File: config.mk
export PLATFORM = sky130hd
export DESIGN_NAME = nearest_block_request_queue_unit_flat
export DESIGN_NICKNAME = d
export VERILOG_FILES = /design/src/sv/nbq_pkg.sv /design/src/sv/nbq_if.sv /design/src/sv/nbq_entry_mem.sv /design/src/sv/nbq_seek_cmp.sv /design/src/sv/nearest_block_request_queue_unit.sv /design/src/flat_wrapper.sv
export SDC_FILE = /design/constraint.sdc
export NUM_CORES = 2
export LEC_CHECK = 0
export ABC_AREA = 1
export ABC_CLOCK_PERIOD_IN_PS = 11530
export BUFFER_PORTS_ARGS = -buffer_cell sky130_fd_sc_hd__clkbuf_2
export CAP_MARGIN = 40
export CELL_PAD_IN_SITES_DETAIL_PLACEMENT = 1
export CELL_PAD_IN_SITES_GLOBAL_PLACEMENT = 1
export CORE_MARGIN = 2
export CORE_UTILIZATION = 45
export CTS_BUF_LIST = sky130_fd_sc_hd__clkbuf_4 sky130_fd_sc_hd__clkbuf_8 sky130_fd_sc_hd__clkbuf_16
export DETAILED_ROUTE_END_ITERATION = 10
export GPL_TIMING_DRIVEN = 0
export PLACE_DENSITY_LB_ADDON = 0.1
export SLEW_MARGIN = 20
export SYNTH_ARGS = -nofsm -noshare
export SYNTH_HDL_FRONTEND = slang
export SYNTH_HIERARCHICAL = 1
export SYNTH_SLANG_ARGS = --single-unit
File: constraint.sdc
create_clock -name clk -period 11.53 [get_ports clk]
set_input_delay 1.153 -clock clk [delete_from_list [all_inputs] [get_ports clk]]
set_output_delay 1.153 -clock clk [all_outputs]
set_load 0.005 [all_outputs]
File: src/sv/nbq_pkg.sv
`default_nettype none

package nbq_pkg;

  // Command codes
  localparam logic CMD_ENQ = 1'b0;
  localparam logic CMD_DEQ = 1'b1;

  // Result status codes
  localparam logic [1:0] ST_QUEUED  = 2'd0;
  localparam logic [1:0] ST_DEQUEUED = 2'd1;
  localparam logic [1:0] ST_EMPTY   = 2'd2;
  localparam logic [1:0] ST_FULL    = 2'd3;

  // Input beat
  typedef struct packed {
    logic        cmd;
    logic [7:0]  device_id;
    logic        op_kind;
    logic [31:0] start_block;
    logic [31:0] block_count;
    logic [31:0] buffer_address;
    logic [31:0] head_position;
  } req_t;

  // Output beat
  typedef struct packed {
    logic [1:0]  status;
    logic [3:0]  slot;
    logic [7:0]  out_device;
    logic        out_kind;
    logic [31:0] out_start_block;
    logic [31:0] out_block_count;
    logic [31:0] out_buffer_address;
  } rsp_t;

  // One stored request
  typedef struct packed {
    logic [7:0]  device;
    logic        kind;
    logic [31:0] block;
    logic [31:0] count;
    logic [31:0] buffer;
  } entry_t;

  // Sequencer control for the seek comparator
  typedef struct packed {
    logic clear;
    logic step;
  } cmp_ctrl_t;

endpackage

`default_nettype wire

File: src/sv/nbq_if.sv
`default_nettype none

interface nbq_req_if;
  import nbq_pkg::*;
  logic valid;
  logic ready;
  req_t data;
  modport source (output valid, output data, input ready);
  modport sink (input valid, input data, output ready);
endinterface

interface nbq_rsp_if;
  import nbq_pkg::*;
  logic valid;
  logic ready;
  rsp_t data;
  modport source (output valid, output data, input ready);
  modport sink (input valid, input data, output ready);
endinterface

`default_nettype wire

File: src/sv/nbq_entry_mem.sv
`default_nettype none

module nbq_entry_mem #(
  parameter int DEPTH = 16,
  parameter int IW    = 4
) (
  input  wire logic            clk,
  input  wire logic            wr_en,
  input  wire logic [IW-1:0]   wr_addr,
  input  wire nbq_pkg::entry_t wr_data,
  input  wire logic [IW-1:0]   rd_addr,
  output nbq_pkg::entry_t      rd_data
);
  import nbq_pkg::*;

  entry_t mem [DEPTH];

  // One write port, one registered read port
  always_ff @(posedge clk) begin
    if (wr_en) begin
      mem[wr_addr] <= wr_data;
    end
    rd_data <= mem[rd_addr];
  end

endmodule

`default_nettype wire

File: src/sv/nbq_seek_cmp.sv
`default_nettype none

module nbq_seek_cmp #(
  parameter int IW = 4,
  parameter int AW = 4
) (
  input  wire logic               clk,
  input  wire logic               rst,
  input  wire nbq_pkg::cmp_ctrl_t ctrl,
  input  wire logic [31:0]        head,
  input  wire logic [31:0]        cand_block,
  input  wire logic               cand_valid,
  input  wire logic [IW-1:0]      cand_idx,
  input  wire logic [AW-1:0]      cand_age,
  output logic                    found,
  output logic [IW-1:0]           best_idx,
  output logic [AW-1:0]           best_age
);
  import nbq_pkg::*;

  logic [31:0] best_dist;
  logic [31:0] seek_dist;
  logic        take;

  // Absolute seek distance and running-best test (youngest wins a tie)
  always_comb begin
    seek_dist = (head > cand_block) ? (head - cand_block) : (cand_block - head);
    take = cand_valid &&
           (!found || (seek_dist < best_dist) ||
            ((seek_dist == best_dist) && (cand_age < best_age)));
  end

  always_ff @(posedge clk) begin
    if (rst || ctrl.clear) begin
      found <= 1'b0;
    end else if (ctrl.step && take) begin
      found <= 1'b1;
    end
    if (ctrl.step && take) begin
      best_idx  <= cand_idx;
      best_age  <= cand_age;
      best_dist <= seek_dist;
    end
  end

endmodule

`default_nettype wire

File: src/sv/nearest_block_request_queue_unit.sv
`default_nettype none

// Disk request queue with shortest-seek-first pick. An enqueue beat (cmd 0)
// stores its request in the lowest free slot and answers status 0 with that
// slot, or status 3 if all QUEUE_DEPTH slots are taken. A dequeue beat (cmd 1)
// removes the pending request whose start block is nearest to head_position
// (the most recently queued one on a tie) and returns it with status 1, or
// status 2 when the queue is empty. One beat is handled at a time: a dequeue
// walks every slot through one shared distance comparator, one slot per
// cycle, then reads out the nearest request from the entry memory and frees
// its slot; an enqueue walks the valid bits up to the first free slot. The
// result sits in an output register, so the next request can be accepted
// while it waits to be taken.
module nearest_block_request_queue_unit #(
  parameter int QUEUE_DEPTH = 16
) (
  input  wire logic   clk,
  input  wire logic   rst,
  nbq_req_if.sink     req,
  nbq_rsp_if.source   rsp
);
  import nbq_pkg::*;

  localparam int IW = (QUEUE_DEPTH > 1) ? $clog2(QUEUE_DEPTH) : 1;
  localparam int AW = IW;
  localparam logic [IW-1:0] IDX_LAST = IW'(QUEUE_DEPTH - 1);
  localparam logic [AW-1:0] AGE_MAX  = AW'(QUEUE_DEPTH - 1);

  // Sequencer states
  localparam logic [2:0] S_IDLE  = 3'd0;
  localparam logic [2:0] S_FREE  = 3'd1;
  localparam logic [2:0] S_SCAN  = 3'd2;
  localparam logic [2:0] S_LAST  = 3'd3;
  localparam logic [2:0] S_FETCH = 3'd4;
  localparam logic [2:0] S_LOAD  = 3'd5;
  localparam logic [2:0] S_DONE  = 3'd6;

  logic [2:0]             state;
  logic [IW-1:0]          idx;
  req_t                   cur;
  rsp_t                   res;
  logic [QUEUE_DEPTH-1:0] valid;
  logic [AW-1:0]          age [QUEUE_DEPTH];

  logic                   cand_live;
  logic                   cand_valid;
  logic [IW-1:0]          cand_idx;
  logic [AW-1:0]          cand_age;

  cmp_ctrl_t              cmp_ctrl;
  logic                   found;
  logic [IW-1:0]          best_idx;
  logic [AW-1:0]          best_age;

  entry_t                 wr_data;
  entry_t                 rd_data;
  logic [IW-1:0]          rd_addr;
  logic                   enq_wr;
  logic                   deq_rm;
  logic                   accept;
  logic                   rsp_load;

  // Result with only status and slot set, data fields cleared
  function automatic rsp_t status_rsp(input logic [1:0] code, input logic [3:0] slot_num);
    rsp_t r;
    r = '0;
    r.status = code;
    r.slot = slot_num;
    return r;
  endfunction

  assign req.ready = (state == S_IDLE);
  assign accept    = req.valid && req.ready;
  assign rsp_load  = (state == S_DONE) && (!rsp.valid || rsp.ready);
  assign enq_wr    = (state == S_FREE) && !valid[idx];
  assign deq_rm    = (state == S_LOAD);
  assign rd_addr   = (state == S_FETCH) ? best_idx : idx;

  assign cmp_ctrl.clear = accept;
  assign cmp_ctrl.step  = cand_live;

  assign wr_data.device = cur.device_id;
  assign wr_data.kind   = cur.op_kind;
  assign wr_data.block  = cur.start_block;
  assign wr_data.count  = cur.block_count;
  assign wr_data.buffer = cur.buffer_address;

  nbq_entry_mem #(
    .DEPTH (QUEUE_DEPTH),
    .IW    (IW)
  ) u_mem (
    .clk     (clk),
    .wr_en   (enq_wr),
    .wr_addr (idx),
    .wr_data (wr_data),
    .rd_addr (rd_addr),
    .rd_data (rd_data)
  );

  nbq_seek_cmp #(
    .IW (IW),
    .AW (AW)
  ) u_cmp (
    .clk        (clk),
    .rst        (rst),
    .ctrl       (cmp_ctrl),
    .head       (cur.head_position),
    .cand_block (rd_data.block),
    .cand_valid (cand_valid),
    .cand_idx   (cand_idx),
    .cand_age   (cand_age),
    .found      (found),
    .best_idx   (best_idx),
    .best_age   (best_age)
  );

  // Sequencer
  always_ff @(posedge clk) begin
    if (rst) begin
      state     <= S_IDLE;
      cand_live <= 1'b0;
    end else begin
      cand_live <= 1'b0;
      case (state)
        S_IDLE: begin
          if (accept) begin
            cur   <= req.data;
            idx   <= '0;
            state <= (req.data.cmd == CMD_DEQ) ? S_SCAN : S_FREE;
          end
        end
        S_FREE: begin
          if (!valid[idx]) begin
            res   <= status_rsp(ST_QUEUED, 4'(idx));
            state <= S_DONE;
          end else if (idx == IDX_LAST) begin
            res   <= status_rsp(ST_FULL, 4'd0);
            state <= S_DONE;
          end else begin
            idx <= idx + 1'b1;
          end
        end
        S_SCAN: begin
          cand_live  <= 1'b1;
          cand_idx   <= idx;
          cand_valid <= valid[idx];
          cand_age   <= age[idx];
          if (idx == IDX_LAST) begin
            state <= S_LAST;
          end else begin
            idx <= idx + 1'b1;
          end
        end
        S_LAST: begin
          state <= S_FETCH;
        end
        S_FETCH: begin
          if (!found) begin
            res   <= status_rsp(ST_EMPTY, 4'd0);
            state <= S_DONE;
          end else begin
            state <= S_LOAD;
          end
        end
        S_LOAD: begin
          res.status             <= ST_DEQUEUED;
          res.slot               <= 4'(best_idx);
          res.out_device         <= rd_data.device;
          res.out_kind           <= rd_data.kind;
          res.out_start_block    <= rd_data.block;
          res.out_block_count    <= rd_data.count;
          res.out_buffer_address <= rd_data.buffer;
          state                  <= S_DONE;
        end
        S_DONE: begin
          if (rsp_load) begin
            state <= S_IDLE;
          end
        end
        default: begin
          state <= S_IDLE;
        end
      endcase
    end
  end

  // Per-slot valid bits and ages; age 0 is the youngest pending request
  always_ff @(posedge clk) begin
    if (rst) begin
      valid <= '0;
      for (int i = 0; i < QUEUE_DEPTH; i++) begin
        age[i] <= '0;
      end
    end else if (enq_wr) begin
      valid[idx] <= 1'b1;
      for (int i = 0; i < QUEUE_DEPTH; i++) begin
        if (IW'(i) == idx) begin
          age[i] <= '0;
        end else if (valid[i] && (age[i] != AGE_MAX)) begin
          age[i] <= age[i] + 1'b1;
        end
      end
    end else if (deq_rm) begin
      valid[best_idx] <= 1'b0;
      for (int i = 0; i < QUEUE_DEPTH; i++) begin
        if (valid[i] && (age[i] > best_age)) begin
          age[i] <= age[i] - 1'b1;
        end
      end
    end
  end

  // Output register
  always_ff @(posedge clk) begin
    if (rst) begin
      rsp.valid <= 1'b0;
    end else if (rsp_load) begin
      rsp.valid <= 1'b1;
    end else if (rsp.ready) begin
      rsp.valid <= 1'b0;
    end
    if (rsp_load) begin
      rsp.data <= res;
    end
  end

endmodule

`default_nettype wire
File: src/flat_wrapper.sv
// flat-port wrapper written by rule: the top's interface ports become plain ports
module nearest_block_request_queue_unit_flat import nbq_pkg::*;
#(
  parameter int QUEUE_DEPTH = 16
)
  (clk, rst, req_valid, req_data, req_ready, rsp_valid, rsp_data, rsp_ready);
  nbq_req_if req_i ();
  nbq_rsp_if rsp_i ();
  input  wire logic clk;
  input  wire logic rst;
  input wire logic [$bits(req_i.valid)-1:0] req_valid;
  input wire logic [$bits(req_i.data)-1:0] req_data;
  output wire logic [$bits(req_i.ready)-1:0] req_ready;
  output wire logic [$bits(rsp_i.valid)-1:0] rsp_valid;
  output wire logic [$bits(rsp_i.data)-1:0] rsp_data;
  input wire logic [$bits(rsp_i.ready)-1:0] rsp_ready;
  assign req_i.valid = req_valid;
  assign req_i.data = req_data;
  assign req_ready = req_i.ready;
  assign rsp_valid = rsp_i.valid;
  assign rsp_data = rsp_i.data;
  assign rsp_i.ready = rsp_ready;
  nearest_block_request_queue_unit #(.QUEUE_DEPTH(QUEUE_DEPTH)) u_core (.clk(clk), .rst(rst), .req(req_i), .rsp(rsp_i));
endmodule
---- After elaboration in Yosys (flattened, before gate mapping) ----
Memory sizes are Yosys's and may differ from the RTL's. A register that Yosys moved wholly into a read port is not among the register bits.
Index checks and enable logic that the tools add are counted.
storage, ports and cells
  bits in registers ....................... 430
  bits in latches ......................... 0
  RAM bits ................................ 1744
  memory bits (read-only) ................. 0
  output and inout port bits .............. 113
  logic and storage cells ................. 551
  memories kept ........................... 2
memories
  name              depth  bits a word  read ports  clocked after memory_dff  wr ports  line                                    text
  u_core.u_mem.mem  16     105          1           1                         1         nbq_entry_mem.sv:16                     entry_t mem [DEPTH];
  u_core.age        16     4            17          1                         16        nearest_block_request_queue_unit.sv:43  logic [AW-1:0] age [QUEUE_DEPTH];
cells by class
  add/sub/neg operators ................... 35
  $mul .................................... 0
  divide/modulo/power cells ............... 0
  magnitude comparators ................... 23
  equal/unequal tests ..................... 45
  shift-type cells ........................ 0
  muxes and demuxes ....................... 305
  bitwise gates (word level) .............. 52
  reductions and logical operators ........ 58
operators by type and width
  operator                                                               count
  111-bit two-way mux                                                    3
  111-bit case mux with 3 select lines                                   1
  1-bit two-way mux                                                      234
  4-bit two-way mux                                                      52
  4-bit by 1-bit adder with 4-bit output (second input constant)         17
  4-bit greater-than comparator                                          16
  4-bit inequality test (second input constant)                          16
  32-bit subtractor                                                      2
  4-bit by 1-bit subtractor with 4-bit output (second input constant)    16
  1-bit OR                                                               48
  1-bit logical AND                                                      40
  32-bit equality test                                                   1
  4-bit equality test (first input constant)                             8
  32-bit greater-than comparator                                         1
  32-bit less-than comparator                                            1
  16-bit two-way mux                                                     2
  32-bit two-way mux                                                     1
  3-bit case mux with 7 select lines                                     1
  16-bit bitwise AND                                                     1
  3-bit by 4-bit equality test with 1-bit output (first input constant)  4
  16-bit inverter                                                        1
  16-bit OR                                                              1
  3-bit two-way mux                                                      5
  4-bit case mux with 3 select lines                                     1
  25 further kinds                                                       45

---- Logic depth before layout (Yosys ltp) ----
  depth after elaboration ................. 10
  depth in mapped cells ................... 28
  mapped depth without buffers ............ 26

---- Cells and area by module ----
Netlist, hierarchy kept.
modules (own cells, without submodules)
  module                            instances  cells each  area each (um^2)  sequential area each (um^2)
  nbq_entry_mem                     1          6890        73907.1           52550.4
  nearest_block_request_queue_unit  1          1651        19922.9           13513.0
  nbq_seek_cmp                      1          1321        7449.6            1221.2

---- Worst setup path before layout ----
Ideal clock, no wire load.
  path kind ............................... input to register
  from .................................... input rst
  to ...................................... register u_core/cur[0] (netlist name), enable pin
  library setup time ...................... 0.801 ns
  data arrival time ....................... 10.863 ns
  data required time ...................... 10.729 ns
  path slack .............................. -0.134 ns
  stages .................................. 3
  path buffers ............................ 2
  cell sequence ........................... clkbuf_1 buf_1 nor3_1
between the ends
  cells in the longest elaborated chain, start to end .. 2
ends and longest elaborated chain
  element                               line                                     text
  start: declaration                    flat_wrapper.sv:10                       input wire logic rst;
  1-bit inverter (no source line)       --
  3-bit AND reduction (no source line)  --
  end signal: assignment                nearest_block_request_queue_unit.sv:127  cur <= req.data;
  end: declaration                      nearest_block_request_queue_unit.sv:40   req_t cur;
No other way between the ends.
A chain may end at the register's enable or synchronous reset.

---- Worst setup path in the final report ----
  from .................................... register, netlist name u_core/u_mem/rd_data[64]
  to ...................................... register u_core.u_cmp.best_dist[2], enable pin
between the ends
  cells in the longest elaborated chain, start to end .. 7
  elaborated cells on any way between the ends .. 11
ends and longest elaborated chain
  element                                                              line                                    text
  32-bit subtractor or 32-bit greater-than comparator (tied branches)  nbq_seek_cmp.sv:27                      seek_dist = (head > cand_block) ? (head - cand_block) : (cand_block - head);
  32-bit two-way mux (*)                                               nbq_seek_cmp.sv:27
  net u_core.u_cmp.seek_dist[31]                                       nbq_seek_cmp.sv:22                      logic [31:0] seek_dist;
  32-bit less-than comparator or 32-bit equality test (tied branches)  nbq_seek_cmp.sv:29, nbq_seek_cmp.sv:30
  1-bit logical OR or 1-bit logical AND (tied branches)                nbq_seek_cmp.sv:29, nbq_seek_cmp.sv:30
  1-bit logical OR (*)                                                 nbq_seek_cmp.sv:29                      (!found || (seek_dist < best_dist) ||
  1-bit logical AND (*)                                                nbq_seek_cmp.sv:28                      take = cand_valid &&
  1-bit logical AND (*)                                                nbq_seek_cmp.sv:39                      if (ctrl.step && take) begin
  end signal: assignment                                               nbq_seek_cmp.sv:42                      best_dist <= seek_dist;
  end: declaration                                                     nbq_seek_cmp.sv:21                      logic [31:0] best_dist;
The timed path passes the listed nets; every way through them passes the cells marked *.

==> flow_summary.yaml <==
outcome:
  status: "completed"
cts:
  h-tree-depth: 4
  cts_setup_buffers: 0
  clock_latency_ns: 0.91
  cts_tree: "yes"
  clockBufferDepth: 3
  postCtsHoldBufs: 0
  clk_pin_slew_ns: 0.06
  cts_made_buffers: 239
  post_cts_resize_count: 0
  cts_sinks: 2283
  cts-root-buf: "clkbuf_16"
floorplan:
  die_area_sq_um: 229000
  num_rows: 174
  die_w_microns: 478
  core_area_sq_um: 224000
  io_pins: 255
  fp.dieH_microns: 478
  start_util_pct: 45.2
timing:
  clock_skew_ns: 0.0714
  min_period_ns: 5.69
  grt_setup_unrepaired: "no"
  tightestPinTransition_ns: 0.953
  slew_violations: 0
  hold_viol: 0
  timing.fmax_mhz: 176
  min_period_over_period_pct: 49.3
  relSlewSlack_pct: 36.5
  setup_violations: 0
job:
  cap_viol_max_count: 0
route:
  avgViaCountPerCell: 5.30
  ant_nets: 0
  wl_per_cell_microns: 24.4
  drt_iter0_markers: 5839
  dr_total_vias: 72800
  routed_wl_mm: 336
  drcViolationCount: 0
  dr.pass1.iters: 8
yosys:
  avgSynthCellArea_sq_um: 10.3
  ys.flop_type: "edfxtp_1"
  synth_nets: 10200
  synth_area_leader_cell: "edfxtp_1"
  synth_top_area_share_pct: 63.9
  synth.distinct_cells: 47
  synth_edf_count: 2156
  yosysSeqAreaShare_pct: 66.4
  async_reset_ff_share_pct: 0
  syn_area_sq_um: 101000
  synth_seq_cells: 2283
  synthesis.yosys.warnings: 6
  synthMostInstantiatedCell: "nand2_1"
  syn_inst: 9862
  synthTopCellsByArea: "edfxtp_1, nand2_1, nand3_1, inv_1, dfxtp_1"
  yosys-top-cells-count: "nand2_1, edfxtp_1, inv_1"
place:
  port_buffers: 254
  place_inst: 13300
  hpwl_mm: 237
  gp_congestion: 0.914
setup_path:
  r2r_start: "u_core/u_mem/rd_data[64]"
  reg2reg_depth: 26
  start_kind: "flip-flop"
  worst-path-max-fanout: 21
  crit_path_end: "u_core/u_cmp/best_dist[2]"
  endpoint_kind: "flip-flop"
  rrSetupSlack_ns: 5.84
  r2r-end: "u_core/u_cmp/best_dist[2]"
  worst-setup-path-type: "flip-flop to flip-flop"
  crit_start: "u_core/u_mem/rd_data[64]"
  worst_ep_required_time_ns: 12.08
  worstPathArrival_ns: 6.24
global_route:
  overflow: 0
  grt_use_total_pct: 29.1
  antenna_found_initial: 21
  grt_pass1_vias: 76100
  grt_max_degree: 29
  grt_pass1_wl_mm: 492
worst_hold_path:
  hold_class: "flip-flop to flip-flop"
pwr:
  switchingPower_mw: 12.7
  p_comb_share_pct: 39.1
  pwr-share-seq_pct: 34.3
  p_sw_share_pct: 41.2
  cell_internal_pwr_mw: 18.1
  p_leak_nw: 51.2
  pwr-share-clk_pct: 26.5
  power_mw: 30.8
  power_density_nw_per_um2: 261
  vdd.ir_drop.worst_uv: 201
cells_and_area:
  layoutNonFillerInstCount: 13700
  layout-drive-gt1-share_pct: 11.2
  areaGrowthSynthToFinish_pct: 16.4
  final_util_pct: 52.6
  fin_nets: 10800
[worst max-delay path: stages (launching register included)]
cell      delay (ns)
dfxtp_1         0.51
ha_1            0.21
inv_1           0.10
fa_1            0.51
nand3_1         0.13
nand3_1         0.17
nand2_1         0.12
nand2_2         0.11
nand2_1         0.09
nand2_2         0.06
nand2_2         0.09
nand2_1         0.07
nand2_2         0.14
buf_2           0.38
nand2_1         0.10
nand2_1         0.14
inv_1           0.10
ha_1            0.30
nand2_1         0.08
nor2_1          0.18
nand4_1         0.16
nand3b_1        0.22
nor2_1          0.28
a21boi_0        0.23
a21oi_4         0.43
buf_16          0.21
buf_16          0.17
[through the flow]
step | hold WS [ns] | area, sq um | TNS (ns) | setup WS [ns]
6_report | 0.412 | 118000 | 0 | 5.84
3_3_place_gp | 0.401 | 106000 | -1713.13 | -4.85
5_1_grt | 0.372 | 118000 | 0 | 5.58
4_1_cts | 0.350 | 118000 | 0 | 5.77
3_5_place_dp | 0.406 | 109000 | 0 | 5.82
2_1_floorplan | 0.400 | 101000 | 0 | 2.12
[worst min path at each step]
stage                                  start                        to  slack, ns  cells past startpoint
after floorplan                u_core/res[0]        u_core/rsp.data[0]       0.40                      0
after global placement    u_core/cand_idx[3]  u_core/u_cmp/best_idx[3]       0.40                      0
after detailed placement      u_core/res[38]       u_core/rsp.data[38]       0.41                      0
after CTS                       req_data[60]            u_core/cur[60]       0.35                      1
after global routing            req_data[51]            u_core/cur[51]       0.37                      1
final                         u_core/res[41]       u_core/rsp.data[41]       0.41                      0
[area by class of cell]
| cell class | instances | area [sq um] |
|---|---|---|
| Tap cell | 2992 | 3740 |
| Sequential cell | 2283 | 67300 |
| Clock buffer | 312 | 6680 |
| Multi-Input combinational cell | 5327 | 25000 |
| Inverter | 1848 | 6940 |
| Timing Repair Buffer | 404 | 4240 |
| Antenna cell | 16 | 40.0 |
| Fill cell | 24500 | 106000 |
| Buffer | 404 | 2240 |
| Clock inverter | 144 | 1750 |
[power groups by stage]
stage          Combinational, mW  Clock [mW]  Sequential, mW
3_5_place_dp                11.9           0            10.8
5_1_grt                     13.0        8.58            10.6
4_1_cts                     12.0        8.29            10.6
2_1_floorplan               6.85           0            10.5
6_report                    12.1        8.16            10.6
3_3_place_gp                11.2           0            10.9
[layout by cell type, fill, tap and decap left out, drive strengths merged, types with 16 or more instances in the layout]
cell type	Yosys	routed
diode	0	16
nand3	1385	1385
o21ai	110	110
a21oi	143	143
nor2	290	290
ha	198	198
nand4	46	46
o22ai	16	16
xnor2	34	34
nor3	26	26
dfxtp	127	127
edfxtp	2156	2156
xor2	54	54
bufinv	0	31
clkbuf	99	665
inv	1847	1853
clkinv	1	96
buf	305	455
nand2	2964	2964
[state kept, by name, indices dropped and copies added, names as in the netlist]
register                flops
u_core/cur                137
u_core/cand_age             4
u_core/idx                  4
u_core/u_cmp/best_dist     32
u_core/valid               16
u_core/u_mem/rd_data      105
u_core/u_cmp/best_age       4
u_core/u_cmp/best_idx       4
u_core/rsp.data           111
u_core/cand_idx             4
u_core/cand_valid           1
u_core/state                3
u_core/age                 64
u_core/rsp.valid            1
u_core/u_mem/mem         1680
u_core/res                111
u_core/cand_live            1
u_core/u_cmp/found          1
[cell families (layout without fill, tap and decap cells)]
kind of cell / count (synthesis) / count (layout) / synth area share [%]
buffers and inverters: 2252 / 3112 / 9.05
other: 0 / 16 / 0
adder cells (fa/ha/maj): 200 / 200 / 2.49
flip-flops: 2283 / 2283 / 66.4
AND/OR/NAND/NOR: 4719 / 4719 / 19.5
multiplexers: 1 / 1 / 0.00988
AO/OA/AOI/OAI: 319 / 319 / 1.77
XOR/XNOR: 88 / 88 / 0.761
[metal layers]
metal  GRT usage (%)  vias to the layer above  routed length (microns)  share of wire, %
met5               0                        -                       13            0.0039
met4            13.9                        2                    17500               5.2
met3            3.48                      614                    18400               5.5
met2            48.4                     2289                   160000                48
met1            37.9                    36600                   139000                42
li1                -                    33300                        -                 -
No activity file was read; power rests on OpenSTA's default activity.
